<file path="src/rtl/pafs_pkg.sv">
// ----------------------------------------------------------------------------
// pafs_pkg
// Shared types, constants and the CORDIC angle table for the pilot-aided
// frequency and phase synchronizer.
// ----------------------------------------------------------------------------
package pafs_pkg;

  localparam int CORDIC_STEPS = 24;
  localparam int STEP_W       = 5;
  // CORDIC datapath: symbol scaled by 2^16 or correlation scaled by 2^8,
  // plus growth from the gain and the first quadrant fold
  localparam int CW           = 48;
  localparam int ZW           = 34;

  localparam logic [14:0] INV_GAIN_Q15     = 15'd19898;
  localparam logic [4:0]  PILOT_MAX        = 5'd31;
  localparam logic [15:0] FRAME_SYMBOLS_RST = 16'd33282;

  localparam int MUL_B_W  = 24;
  localparam int MUL_STEPS = 24;
  localparam int DIV_STEPS = 64;

  typedef enum logic {
    CORDIC_ROTATE,
    CORDIC_VECTOR
  } cordic_mode_t;

  typedef enum logic {
    MD_MUL,
    MD_DIV
  } md_op_t;

  // one queued symbol with its position and pilot class
  typedef struct packed {
    logic signed [15:0] i;
    logic signed [15:0] q;
    logic [15:0]        n;
    logic [15:0]        len;
    logic               pil_in;
    logic               pil_first;
    logic               pil_last;
    logic               frame_end;
  } pafs_item_t;

  typedef struct packed {
    logic frame_loaded;
    logic busy;
  } pafs_status_t;

  // atan(2^-k) in units of 2^-32 turn
  function automatic logic [31:0] turn_atan(input logic [STEP_W-1:0] k);
    logic [31:0] a;
    case (k)
      5'd0:  a = 32'd536870912;
      5'd1:  a = 32'd316933406;
      5'd2:  a = 32'd167458907;
      5'd3:  a = 32'd85004756;
      5'd4:  a = 32'd42667331;
      5'd5:  a = 32'd21354465;
      5'd6:  a = 32'd10679838;
      5'd7:  a = 32'd5340245;
      5'd8:  a = 32'd2670163;
      5'd9:  a = 32'd1335087;
      5'd10: a = 32'd667544;
      5'd11: a = 32'd333772;
      5'd12: a = 32'd166886;
      5'd13: a = 32'd83443;
      5'd14: a = 32'd41722;
      5'd15: a = 32'd20861;
      5'd16: a = 32'd10430;
      5'd17: a = 32'd5215;
      5'd18: a = 32'd2608;
      5'd19: a = 32'd1304;
      5'd20: a = 32'd652;
      5'd21: a = 32'd326;
      5'd22: a = 32'd163;
      5'd23: a = 32'd81;
      default: a = 32'd0;
    endcase
    return a;
  endfunction

endpackage

</file>
<file path="src/rtl/pafs_front.sv">
// ----------------------------------------------------------------------------
// pafs_front
// Accepts symbols, tracks the position in the frame and the pilot grid, and
// queues each word with its class for the back end.
// ----------------------------------------------------------------------------
module pafs_front #(
  parameter int MAX_FRAME_SYMBOLS  = 33282,
  parameter int FIRST_PILOT_SYMBOL = 1530,
  parameter int PILOT_PERIOD       = 1476,
  parameter int PILOT_LENGTH       = 36
) (
  input  logic                 clk,
  input  logic                 rst_n,
  input  logic                 in_valid,
  output logic                 in_stall,
  input  logic signed [15:0]   in_i,
  input  logic signed [15:0]   in_q,
  input  logic [15:0]          frame_symbols,
  output pafs_pkg::pafs_item_t q_item,
  output logic                 q_valid,
  input  logic                 q_pop
);
  import pafs_pkg::*;

  localparam int EFF   = (PILOT_LENGTH < PILOT_PERIOD) ? PILOT_LENGTH : PILOT_PERIOD;
  localparam int OFF_W = $clog2(PILOT_PERIOD);

  pafs_item_t       fifo_r [2];
  logic             wr_ptr_r, rd_ptr_r;
  logic [1:0]       cnt_r;
  logic [15:0]      n_r;
  logic [OFF_W-1:0] off_r;

  logic [15:0] len_c;
  logic        started_c, pil_in_c, frame_end_c, push_c;
  pafs_item_t  item_c;

  always_comb begin
    if (frame_symbols == 16'd0) begin
      len_c = 16'd1;
    end else if (frame_symbols > 16'(MAX_FRAME_SYMBOLS)) begin
      len_c = 16'(MAX_FRAME_SYMBOLS);
    end else begin
      len_c = frame_symbols;
    end
  end

  assign started_c   = n_r >= 16'(FIRST_PILOT_SYMBOL);
  assign pil_in_c    = started_c && ({1'b0, off_r} < (OFF_W+1)'(EFF));
  assign frame_end_c = ({1'b0, n_r} + 17'd1) >= {1'b0, len_c};
  assign in_stall    = cnt_r == 2'd2;
  assign push_c      = in_valid && !in_stall;

  always_comb begin
    item_c.i         = in_i;
    item_c.q         = in_q;
    item_c.n         = n_r;
    item_c.len       = len_c;
    item_c.pil_in    = pil_in_c;
    item_c.pil_first = pil_in_c && (off_r == '0);
    item_c.pil_last  = pil_in_c && (off_r == OFF_W'(EFF - 1));
    item_c.frame_end = frame_end_c;
  end

  assign q_valid = cnt_r != 2'd0;
  assign q_item  = fifo_r[rd_ptr_r];

  always_ff @(posedge clk) begin
    if (!rst_n) begin
      wr_ptr_r <= 1'b0;
      rd_ptr_r <= 1'b0;
      cnt_r    <= 2'd0;
      n_r      <= 16'd0;
      off_r    <= '0;
    end else begin
      if (push_c) begin
        wr_ptr_r <= ~wr_ptr_r;
        if (frame_end_c) begin
          n_r   <= 16'd0;
          off_r <= '0;
        end else begin
          n_r <= n_r + 16'd1;
          // advance the pilot grid once the first pilot is reached
          if (!started_c || off_r == OFF_W'(PILOT_PERIOD - 1)) begin
            off_r <= '0;
          end else begin
            off_r <= off_r + OFF_W'(1);
          end
        end
      end
      if (q_pop && q_valid) begin
        rd_ptr_r <= ~rd_ptr_r;
      end
      cnt_r <= cnt_r + {1'b0, push_c} - {1'b0, q_pop && q_valid};
    end
  end

  always_ff @(posedge clk) begin
    if (push_c) begin
      fifo_r[wr_ptr_r] <= item_c;
    end
  end

endmodule

</file>
<file path="config.mk">
export PLATFORM = sky130hd
export DESIGN_NAME = pafs_front
export DESIGN_NICKNAME = d
export VERILOG_FILES = /design/src/rtl/pafs_pkg.sv /design/src/rtl/pafs_front.sv
export SDC_FILE = /design/constraint.sdc
export NUM_CORES = 1
export LEC_CHECK = 0
export ABC_CLOCK_PERIOD_IN_PS = 7780
export BUFFER_PORTS_ARGS = -buffer_cell sky130_fd_sc_hd__clkbuf_2
export CORE_ASPECT_RATIO = 0.9
export CORE_MARGIN = 4
export CORE_UTILIZATION = 61
export DETAILED_ROUTE_END_ITERATION = 10
export HOLD_SLACK_MARGIN = 0.02
export PLACE_DENSITY = 0.95
export SYNTH_ARGS = -nofsm -noshare
export SYNTH_HDL_FRONTEND = slang
export SYNTH_SLANG_ARGS = --single-unit
export TNS_END_PERCENT = 5
</file>
<file path="constraint.sdc">
create_clock -name clk -period 7.78 [get_ports clk]
set_clock_uncertainty 0.15 [all_clocks]
set_input_delay 1.945 -clock clk [delete_from_list [all_inputs] [get_ports clk]]
set_output_delay 1.945 -clock clk [all_outputs]
set_load 0.01 [all_outputs]
</file>
# Word-level counts from Yosys, hierarchy flattened

Memory sizes are Yosys's and may differ from the RTL's. A register that Yosys moved wholly into a read port is not among the register bits.
Cells that the tools add are included.

Register bits after elaboration: 31
Bits in writable memories: 136
Output and inout bits: 70
Memories: 1

$add $sub $neg: 5
Order comparisons: 4
Eq/ne operators: 3
Mux-type cells: 9
Bitwise operators: 2
Reduce and logical (&&, ||, !) cells: 11

Memory list:

| name   | words | width | rd ports | clocked after memory_dff | wr ports | RTL line         | text |
|---|---|---|---|---|---|---|---|
| fifo_r | 2     | 68    | 1        | 1                        | 1        | pafs_front.sv:28 | `pafs_item_t fifo_r [2];` |

Operator list:

| kind                                                        | number |
|---|---|
| two-way mux 16 bit                                          | 3 |
| two-way mux 11 bit                                          | 2 |
| adder 16 x 1 -> 17 bit, second input constant               | 1 |
| >= comparator 17 x 16 -> 1 bit                              | 1 |
| adder 16 x 1 -> 16 bit, second input constant               | 1 |
| >= comparator 16 x 11 -> 1 bit, second input constant       | 1 |
| greater-than comparator 16 bit, second input constant       | 1 |
| logical NOT 16 bit                                          | 1 |
| adder 11 x 1 -> 11 bit, second input constant               | 1 |
| == test 11 bit, second input constant                       | 1 |
| == test 11 x 6 -> 1 bit, second input constant              | 1 |
| logical NOT 11 bit                                          | 1 |
| less-than comparator 11 x 6 -> 1 bit, second input constant | 1 |
| logical AND 1 bit                                           | 5 |
| two-way mux 1 bit                                           | 4 |
| adder 2 x 1 -> 2 bit                                        | 1 |
| == test 2 bit, second input constant                        | 1 |
| logical NOT 1 bit                                           | 2 |
| NOT 1 bit                                                   | 2 |
| nonzero test 2 bit                                          | 1 |
| subtractor 2 x 1 -> 2 bit                                   | 1 |
| logical OR 1 bit                                            | 1 |

# Depth between registers and ports, before layout

Gate-level depths: netlist of run 1.

Depth in word-level cells: 5
Depth in mapped cells: 14
Mapped depth without buffers: 13

# Worst setup path before layout of run 1

Ideal clock, no wire load.

Path type: input to register
Start point: in in_valid
End point: mem fifo_r[0][0] (netlist name), enable pin
Data arrival time: 5.312 ns
Required time: 7.134 ns
Setup slack: 1.822 ns
Cell stages on the path: 5
Buffers on the path: 2
Cell sequence: and2_1 -> buf_4 -> inv_2 -> clkbuf_1 -> nor2_1

Word-level cells in the longest chain between the ends: 3

Ends and longest elaborated chain:

| item                                    | RTL line          | text |
|---|---|---|
| start, declared                         | pafs_front.sv:14  | `input logic in_valid,` |
| logical AND 1 bit                       | pafs_front.sv:52  | `assign push_c = in_valid && !in_stall;` |
| two-way mux 1 bit                       | pafs_front.sv:99  | `if (push_c) begin` |
| two-way mux 1 bit (not written as such) | pafs_front.sv:100 | `fifo_r[wr_ptr_r] <= item_c;` |
| end, declared                           | pafs_front.sv:28  |  |

No other way between the ends.

# Worst setup path in the final report of run 1

Start point: in frame_symbols[5]
End point: reg off_r[5]

Word-level cells in the longest chain between the ends: 5
Elaborated cells on any way between the ends: 6
Classes of those cells: 2 x order compare; 3 x mux; 1 x reduce/logical

Ends and longest elaborated chain:

| item                             | RTL line         | text |
|---|---|---|
| start, declared                  | pafs_front.sv:18 | `input logic [15:0] frame_symbols,` |
| greater-than comparator 16 bit   | pafs_front.sv:41 | `end else if (frame_symbols > 16'(MAX_FRAME_SYMBOLS)) begin` |
| two-way mux 16 bit               | pafs_front.sv:41 |  |
| two-way mux 16 bit *             | pafs_front.sv:39 | `if (frame_symbols == 16'd0) begin` |
| >= comparator 17 x 16 -> 1 bit * | pafs_front.sv:50 | `assign frame_end_c = ({1'b0, n_r} + 17'd1) >= {1'b0, len_c};` |
| two-way mux 11 bit *             | pafs_front.sv:78 | `if (frame_end_c) begin` |
| end signal, assigned             | pafs_front.sv:87 | `off_r <= off_r + OFF_W'(1);` |
| end, declared                    | pafs_front.sv:32 | `logic [OFF_W-1:0] off_r;` |

Every way passes the cells marked *; elsewhere a longest branch is shown, timed or not.
A chain may end at the register's enable or synchronous reset.

==> impl_results.md, run 1 <==
* Status: finished, final reports clean
* Die width at between 100 and 150 um
* Async S/R FF share, synth at 0%
* Gr usage total at 23.5%
* CP Class: input port to flop
* Buffer count from post-CTS setup fixing at 0
* Synth top area share at 54.5%
* Cts bufs inserted at 17
* Deepest level of the CTS H-tree at 4
* Diode count at 0
* Synth Register Bits at ~170
* Mean Syn Cell Area at 13.5 sq um
* R2R Setup Slk at 3.69 ns
* Area leader, netlist: edfxtp_1
* CP bufs+invs at 1
* Clk_lat worst skew at 0.42 ns
* Final core occ at between 70% and 80%
* LEAKAGE at 0.00340 uW
* Via density at 5.96
* Top FF cell, synth: edfxtp_1
* EDFF count, synth at 136
* Layout Nets at 744
* CTS root buffer: clkbuf_16
* Hpwl dp at 10,300 um
* Setup_tns at 0 ns
* Net switching power at 697 uW
* Slew @ Worst Pin at 0.994 ns
* Routed WL at about 16,000 um
* Reg2Reg Capture Point: n_r[13]
* Comb pwr share at 21.5%
* Syn Inst Count at 554
* Worst hold path type: flop to flop
* Slew headroom at 33.6%
* Crit path DAT at 5.49 ns
* Routed wire per std cell at 18.9 um
* Starting Density at 62.2%
* Startpoint types: input port
* GP Congestion at between 0.9 and 1
* VDD IR max at 0.175 mV
* Synth Net Count at 628
* Chip height at 113 um
* Largest net degree at the start of global routing at 70
* Hold Path Cell Cnt at 2
* Period minus WS final at ~5.3 ns
* Synth area leaders: edfxtp_1 55%, mux2_2 10%, dfxtp_1 8.6%
* Most frequent cell after synthesis: edfxtp_1
* 1st-iter DRT viols at 478
* I/O Buffers at between 100 and 150
* Gr ovfl total at 0
* Core area at 12,000 sq um
* Pint at 1740 uW
* RR Startpoint: n_r[0]
* PwrDens at 278 nW/um^2
* Final setup viols at 0
* Switching part of the total at 28.6%
* CTS max path bufs at 2
* Clock share of power at 32.6%
* CTS tree: done
* Vias in the first global route at 4,962
* Ratio of cells with drive above 1 in the final layout at 35.3%
* RSZ-0062 raised after global routing: no
* Fin crit share at between 60% and 70%
* # DRC at 0
* Yosys warning total at 0
* Hold wc startpoint: rd_ptr_r
* Synthesis-to-finish area growth at 16.9%
* Post-synth cell types at 55
* Fmax at 189 MHz
* Via Count at between 5,000 and 6,000
* Register area share after synthesis at 63.1%
* FP Rows at 38
* TritonRoute pass-1 iters at 5
* Sequential cell fraction of total power at between 40% and 50%
* Clock slew seen by the registers of the worst setup and hold paths at 0.06 ns
* Post-CTS Hold Buffers at 0
* IO Pins at 122
* Reg2reg path depth at 12
* Fin. max-slew vios at 0
* First-pass GRT wire length at 26,000 um
* Worst setup EP type: flop
* Fin. Hold Viols at 0
* Netlist Area Pre-Place at 7490 sq um
* CP max stage cell: a211oi_2
* Synth cell count leaders: 136 x edfxtp_1, 68 x mux2_2, 46 x nand2_1
* Crit-path max FO at 14
* Crit path cell chain: clkbuf_2, or4_1, nor2_1, a21boi_0, o21ai_1, nand2_1, ha_1, a21o_1, a31oi_1, o21ai_0, a211oi_2, a41oi_1, mux2i_1
* Initial antenna violation count at 0
* Full die area at between 10,000 and 15,000 sq um
* ANT nets after route at 0
* Max-cap violations at 0
* Post-CTS sizing at 0
* CP max stage delay at 0.84 ns
* CP delay by family, top: compound AO/OA/AOI/OAI gates
* CP Data Required Time at 7.98 ns
* Clock Sinks at 168
cells in the final DEF (no fill, tap or decap), types with 5 or more instances in the layout:
master | synthesis | layout
dfxtp_1 | 32 | 31
xor2_1 | 8 | 8
xnor2_1 | 12 | 12
nand4_1 | 20 | 20
nand3_1 | 15 | 15
edfxtp_1 | 136 | 136
nor2_1 | 24 | 23
and2_1 | 5 | 5
a41oi_1 | 5 | 5
inv_1 | 28 | 28
nor4_1 | 5 | 5
nor3_1 | 11 | 11
mux2_2 | 68 | 68
and3_1 | 7 | 6
clkinv_4 | 0 | 5
nand2_1 | 46 | 46
a21oi_1 | 13 | 13
a31oi_1 | 7 | 7
clkbuf_16 | 0 | 17
clkbuf_2 | 0 | 121
ha_1 | 22 | 22
layer usage:
metal | part of all wire [%] | global-route usage (%) | routed length (um)
met1 | 38 | 28.7 | 6050
met2 | 52 | 40.8 | 8340
met3 | 7.3 | 6.32 | 1170
met4 | 2.4 | 8.11 | 388
met5 | 0 | 0 | 0
state kept, by name (all words and copies together) (netlist names), named ones only:
name / cells
cnt_r: 2
n_r: 16
rd_ptr_r: 1
fifo_r: 136
wr_ptr_r: 1
off_r: 11
final cells by class:
class	count	area, sq um
inverter	31	116
timing repair buffer	125	636
tap	160	200
clock inverter	14	138
multi-input combinational	327	2510
sequential	168	4730
clock buffer	18	429
fill	717	3280
worst max-delay path by stage:
stage / startpoint / to / slack [ns] / cells after the start
after global placement: frame_symbols[5] / off_r[5] / 2.37 / 13
after detailed placement: frame_symbols[5] / off_r[6] / 2.16 / 13
after floorplan: in_valid / fifo_r[0][0] / 1.82 / 5
after CTS: frame_symbols[5] / off_r[6] / 2.59 / 13
after global routing: frame_symbols[5] / off_r[10] / 2.20 / 13
final: frame_symbols[5] / off_r[5] / 2.49 / 13
logic make-up (layout without fill, tap and decap cells):
logic type / count (synthesis) / after routing / share of synthesized area [%]
adder cells (fa/ha/maj): 22 / 22 / 3.68
AO/OA/AOI/OAI: 58 / 58 / 5.75
multiplexers: 72 / 72 / 10.8
XOR/XNOR: 20 / 20 / 2.34
flip-flops: 168 / 168 / 63.1
AND/OR/NAND/NOR: 155 / 155 / 10.9
buffers and inverters: 59 / 188 / 3.51
worst reg2reg max path: cells and delay by family (launching register included):
family          cells  cell delay, ns
buf+inv             1            0.41
flops               1            0.50
simple gates        4            0.93
xor+xnor            1            0.25
fa+ha+maj           2            0.68
compound gates      4            1.08
power groups by stage:
stage,Combinational (uW),Clock (uW),Sequential [uW]
floorplan,341,0,1130
global placement,509,0,1120
detailed placement,522,0,1130
CTS,530,805,1120
global route,566,853,1120
finish,524,793,1110
per-stage QoR:
stage                     worst slack, ns  total power (uW)  instances  hold WS (ns)  cell area [sq um]
after global placement               2.37              1630        811         0.343               8190
final                                2.49              2430        843         0.362               8750
after CTS                            2.59              2450        843         0.366               8750
after detailed placement             2.16              1660        811         0.353               8190
after global routing                 2.20              2540        843         0.397               8750
after floorplan                      1.82              1470        554         0.270               7490
Note: power is estimated with default switching activity, not from simulation.
==> run 2, diff against run 1 <==
ABC_AREA = 1   (was not set)
ABC_CLOCK_PERIOD_IN_PS = 5300   (was 7780)
CORE_UTILIZATION = 57   (was 61)
PLACE_DENSITY = 0.92   (was 0.95)
clock period = 5.3 ns   (was 7.78 ns; I/O delays follow)
==> run 2 against run 1 <==
Against the previous run:
- cell area rose by 2.6%
- global-route usage fell by 3.6 points
- synthesized cell count rose by 19%
- die area rose by 9.2%
- hold slack got worse by 0.064 ns
- synthesized area rose by 2.6%
- register-to-register slack got worse by 1.8 ns
- combinational power rose by 53%
- non-clock buffer count rose by 1
- sequential power rose by 51%
- critical path type unchanged
- largest power group unchanged
==> impl_results.md, run 2 <==
* Status: finished, final reports clean (unchanged)
* Crit path cell chain: clkbuf_2, inv_1, nand4_1, nor4_1, nand3_1, nand3_1, nand2_1, ha_1, nand2_1, nand2_1, nand3_1, nand2_1, nand2_1, nand3_2, nor2_4, nand3_1, a21oi_1 (was clkbuf_2, or4_1, nor2_1, a21boi_0, o21ai_1, nand2_1, ha_1, a21o_1, a31oi_1, o21ai_0, a211oi_2, a41oi_1, mux2i_1)
* Critical path origin: frame_symbols[4] (was frame_symbols[5])
* Worst setup EP type: flop (unchanged)
* Max-cap violations at 0 (unchanged)
* Via Count at 5,115 (was 5,021)
* Slew @ Worst Pin at 0.989 ns (was 0.994 ns)
* Clk_lat worst skew at 0.42 ns (about the same)
* Chip height at 118 um (was 113 um)
* Net switching power at 1020 uW (was 697 uW)
* LEAKAGE at 0.00365 uW (was 0.00340 uW)
* Clock Sinks at 168 (unchanged)
* FP Rows at 39 (was 38)
* Diode count at 0 (unchanged)
* Fin. max-slew vios at 0 (unchanged)
* R2R Setup Slk at 1.89 ns (was 3.69 ns)
* Synth area leaders: edfxtp_1 53%, mux2_2 10%, dfxtp_1 8.3% (was edfxtp_1 55%, mux2_2 10%, dfxtp_1 8.6%)
* Fmax at 248 MHz
* Via density at 5.33 (was 5.96)
* RSZ-0062 raised after global routing: no (unchanged)
* Top FF cell, synth: edfxtp_1 (unchanged)
* Largest net degree at the start of global routing at 69 (was 70)
* Largest register FFs at 136 (unchanged)
* Synth Register Bits at 168 (unchanged)
* ANT nets after route at 0 (unchanged)
* CTS root buffer: clkbuf_16 (unchanged)
* Met2 usage at 32.6% (was 40.8%)
* Fin. Hold Viols at 0 (unchanged)
* Slew headroom at 33.9% (was 33.6%)
* Gr ovfl total at 0 (unchanged)
* Cts bufs inserted at 17 (unchanged)
* Hpwl dp at 10,300 um (about the same)
* Synth Net Count at 734 (was 628)
* EDFF count, synth at 136 (unchanged)
* Clock share of power at 31.7% (was 32.6%)
* Post-synth cell types at 35 (was 55)
* TritonRoute pass-1 iters at 8 (was 5)
* IO Pins at 122 (unchanged)
* Crit path DAT at 4.21 ns (was 5.49 ns)
* CP Class: input port to flop (unchanged)
* 1st-iter DRT viols at 358 (was 478)
* Routed WL at 15,000 um (was 16,000 um)
* RR Startpoint: n_r[0] (unchanged)
* CP max stage delay at 0.58 ns (was 0.84 ns)
* Synthesis-to-finish area growth at 16.9% (about the same)
* Area leader, netlist: edfxtp_1 (unchanged)
* Full die area at 15,400 sq um (was 14,100 sq um)
* Vias in the first global route at 5,028 (was 4,962)
* Clock slew seen by the registers of the worst setup and hold paths at 0.06 ns (about the same)
* Setup_tns at 0 ns (unchanged)
* Post-CTS sizing at 0 (unchanged)
* Met1 Use GR at 26.2% (was 28.7%)
* Worst hold path type: flop to flop (unchanged)
* Register area share after synthesis at 61.5% (was 63.1%)
* Async S/R FF share, synth at 0% (unchanged)
* Ratio of cells with drive above 1 in the final layout at 31.9% (was 35.3%)
* I/O Buffers at 121 (unchanged)
* Buffer count from post-CTS setup fixing at 0 (unchanged)
* Comb pwr share at 22.1% (was 21.5%)
* Mean Syn Cell Area at 11.6 sq um (was 13.5 sq um)
* Reg2Reg Capture Point: n_r[14] (was n_r[13])
* Gr usage total at 19.9% (was 23.5%)
* Multi-input logic area at 2580 sq um (was 2510 sq um)
* Commonest non-fill, non-tap cell in the layout: edfxtp_1 (unchanged)
* Pint at 2620 uW (was 1740 uW)
* Startpoint types: input port (unchanged)
* Deepest level of the CTS H-tree at 4 (unchanged)
* PwrDens at 405 nW/um^2 (was 278 nW/um^2)
* Final setup viols at 0 (unchanged)
* Reg2reg path depth at 16 (was 12)
* Period minus WS final at 4.04 ns
* CP Data Required Time at 5.47 ns (was 7.98 ns)
* Initial antenna violation count at 0 (unchanged)
* Switching part of the total at 28.0% (was 28.6%)
* Crit-path max FO at 28 (was 14)
* # DRC at 0 (unchanged)
* Filler Cell Count at 898 (was 717)
* Sequential cell fraction of total power at 46.1% (was 45.8%)
* CTS tree: done (unchanged)
* Netlist Area Pre-Place at 7680 sq um (was 7490 sq um)
* Met3 usage at 5.59% (was 6.32%)
* GP Congestion at 0.896 (was 0.906)
* Starting Density at 59.4% (was 62.2%)
* DP Area at 8430 sq um (was 8190 sq um)
* First-pass GRT wire length at 24,400 um (was 26,000 um)
* Reg with most FFs: fifo_r (unchanged)
* Fin area at 8980 sq um (was 8750 sq um)
* Core area at 12,900 sq um (was 12,000 sq um)
* Syn Inst Count at 660 (was 554)
* Synth top area share at 53.1% (was 54.5%)
* Layout Nets at 857 (was 744)
* Synth cell count leaders: 136 x edfxtp_1, 108 x nand2_1, 68 x mux2_2 (was 136 x edfxtp_1, 68 x mux2_2, 46 x nand2_1)
* GR peak layer: met2 (unchanged)
* Worst setup path endpoint: n_r[14] (was off_r[5])
* Die width at 130 um (was 125 um)
* Commonest cells after routing, fill and taps aside: 136 x edfxtp_1, 121 x clkbuf_2, 108 x nand2_1 (was 136 x edfxtp_1, 121 x clkbuf_2, 68 x mux2_2)
* Yosys warning total at 0 (unchanged)
* CP max stage cell: nor2_4 (was a211oi_2)
* VDD IR max at 0.317 mV (was 0.175 mV)
* CTS max path bufs at 2 (unchanged)
* Post-CTS Hold Buffers at 0 (unchanged)
* Biggest regs: fifo_r (136), n_r (16), off_r (11) (unchanged)
* Most frequent CP cell: nand2_1
* Register area at 4730 sq um (unchanged)
* Most frequent cell after synthesis: edfxtp_1 (unchanged)
* Routed wire per std cell at 15.7 um (was 18.9 um)
* Fin crit share at around three quarters
==> run 2: cell count changes in the layout (fill, tap and decap cells not counted), sizes merged, moves of 6 or more <==
cell	delta
nand4	-13
a31oi	-7
a21oi	+23
a21boi	-6
nor2	+46
nand3	+29
nor3	-6
and3	-8
xnor2	-8
nand2	+67
inv	+37
==> run 2: how the worst min path moves through the flow <==
stage	depth (start not counted)	endpoint	from
6_report	1	flop	rd_ptr_r
5_1_grt	1	rd_ptr_r	rd_ptr_r
4_1_cts	1	rd_ptr_r	rd_ptr_r
3_5_place_dp	1	rd_ptr_r	rd_ptr_r
3_3_place_gp	1	flop	rd_ptr_r
2_1_floorplan	0	fifo_r[0][29]	n_r[9]
==> run 2: routing by layer <==
metal / routed length [um] / up-vias / share of wire, %
li1: - / 2515 / -
met1: 6450 / 2429 / 43
met2: 7340 / 153 / 49
met3: 1070 / 18 / 7.1
met4: 179 / 0 / 1.2
met5: 0 / - / 0
==> run 2: cell families (layout without fill, tap and decap cells) <==
logic type                 after synthesis  in the layout  synth area share, %
AOI/OAI and AO/OA                       46             46                 3.19
xor gates and xnor gates                16             16                 1.82
adders and majority gates               22             22                 3.58
buffers and inverters                   92            227                 5.28
DFF                                    168            168                 61.5
muxes                                   68             68                 9.96
and+or+nand+nor                        248            248                 14.7
==> run 2: power by group through the flow <==
stage          clock [uW]  sequential [uW]  combinational (uW)
2_1_floorplan           0             1700                 520
3_3_place_gp            0             1690                 800
3_5_place_dp            0             1710                 813
4_1_cts              1170             1680                 818
5_1_grt              1230             1690                 879
6_report             1150             1680                 804
==> run 2: cell type report <==
class | instances | area share, %
Clock buffer | 18 | 4.78
Multi-Input combinational cell | 400 | 28.7
Clock inverter | 13 | 1.37
Sequential cell | 168 | 52.6
Inverter | 70 | 2.93
Tap cell | 164 | 2.28
Timing Repair Buffer | 126 | 7.30
==> run 2: critical path: cells and delay by family <==
family | cells | cell delay [ns]
adder cells (fa/ha/maj) | 1 | 0.37
AO/OA/AOI/OAI | 1 | 0.18
buffers and inverters | 2 | 0.13
AND/OR/NAND/NOR | 13 | 2.20
==> run 2: through the flow <==
step	instances	hold WS (ns)	utilization [%]	worst slack, ns	power, uW
6_report	959	0.298	69.5	1.26	3630
5_1_grt	959	0.352	69.5	0.952	3810
4_1_cts	959	0.300	69.5	1.30	3670
3_5_place_dp	928	0.292	65.2	0.911	2520
3_3_place_gp	928	0.275	65.2	1.01	2490
2_1_floorplan	660	0.270	-	0.0266	2220
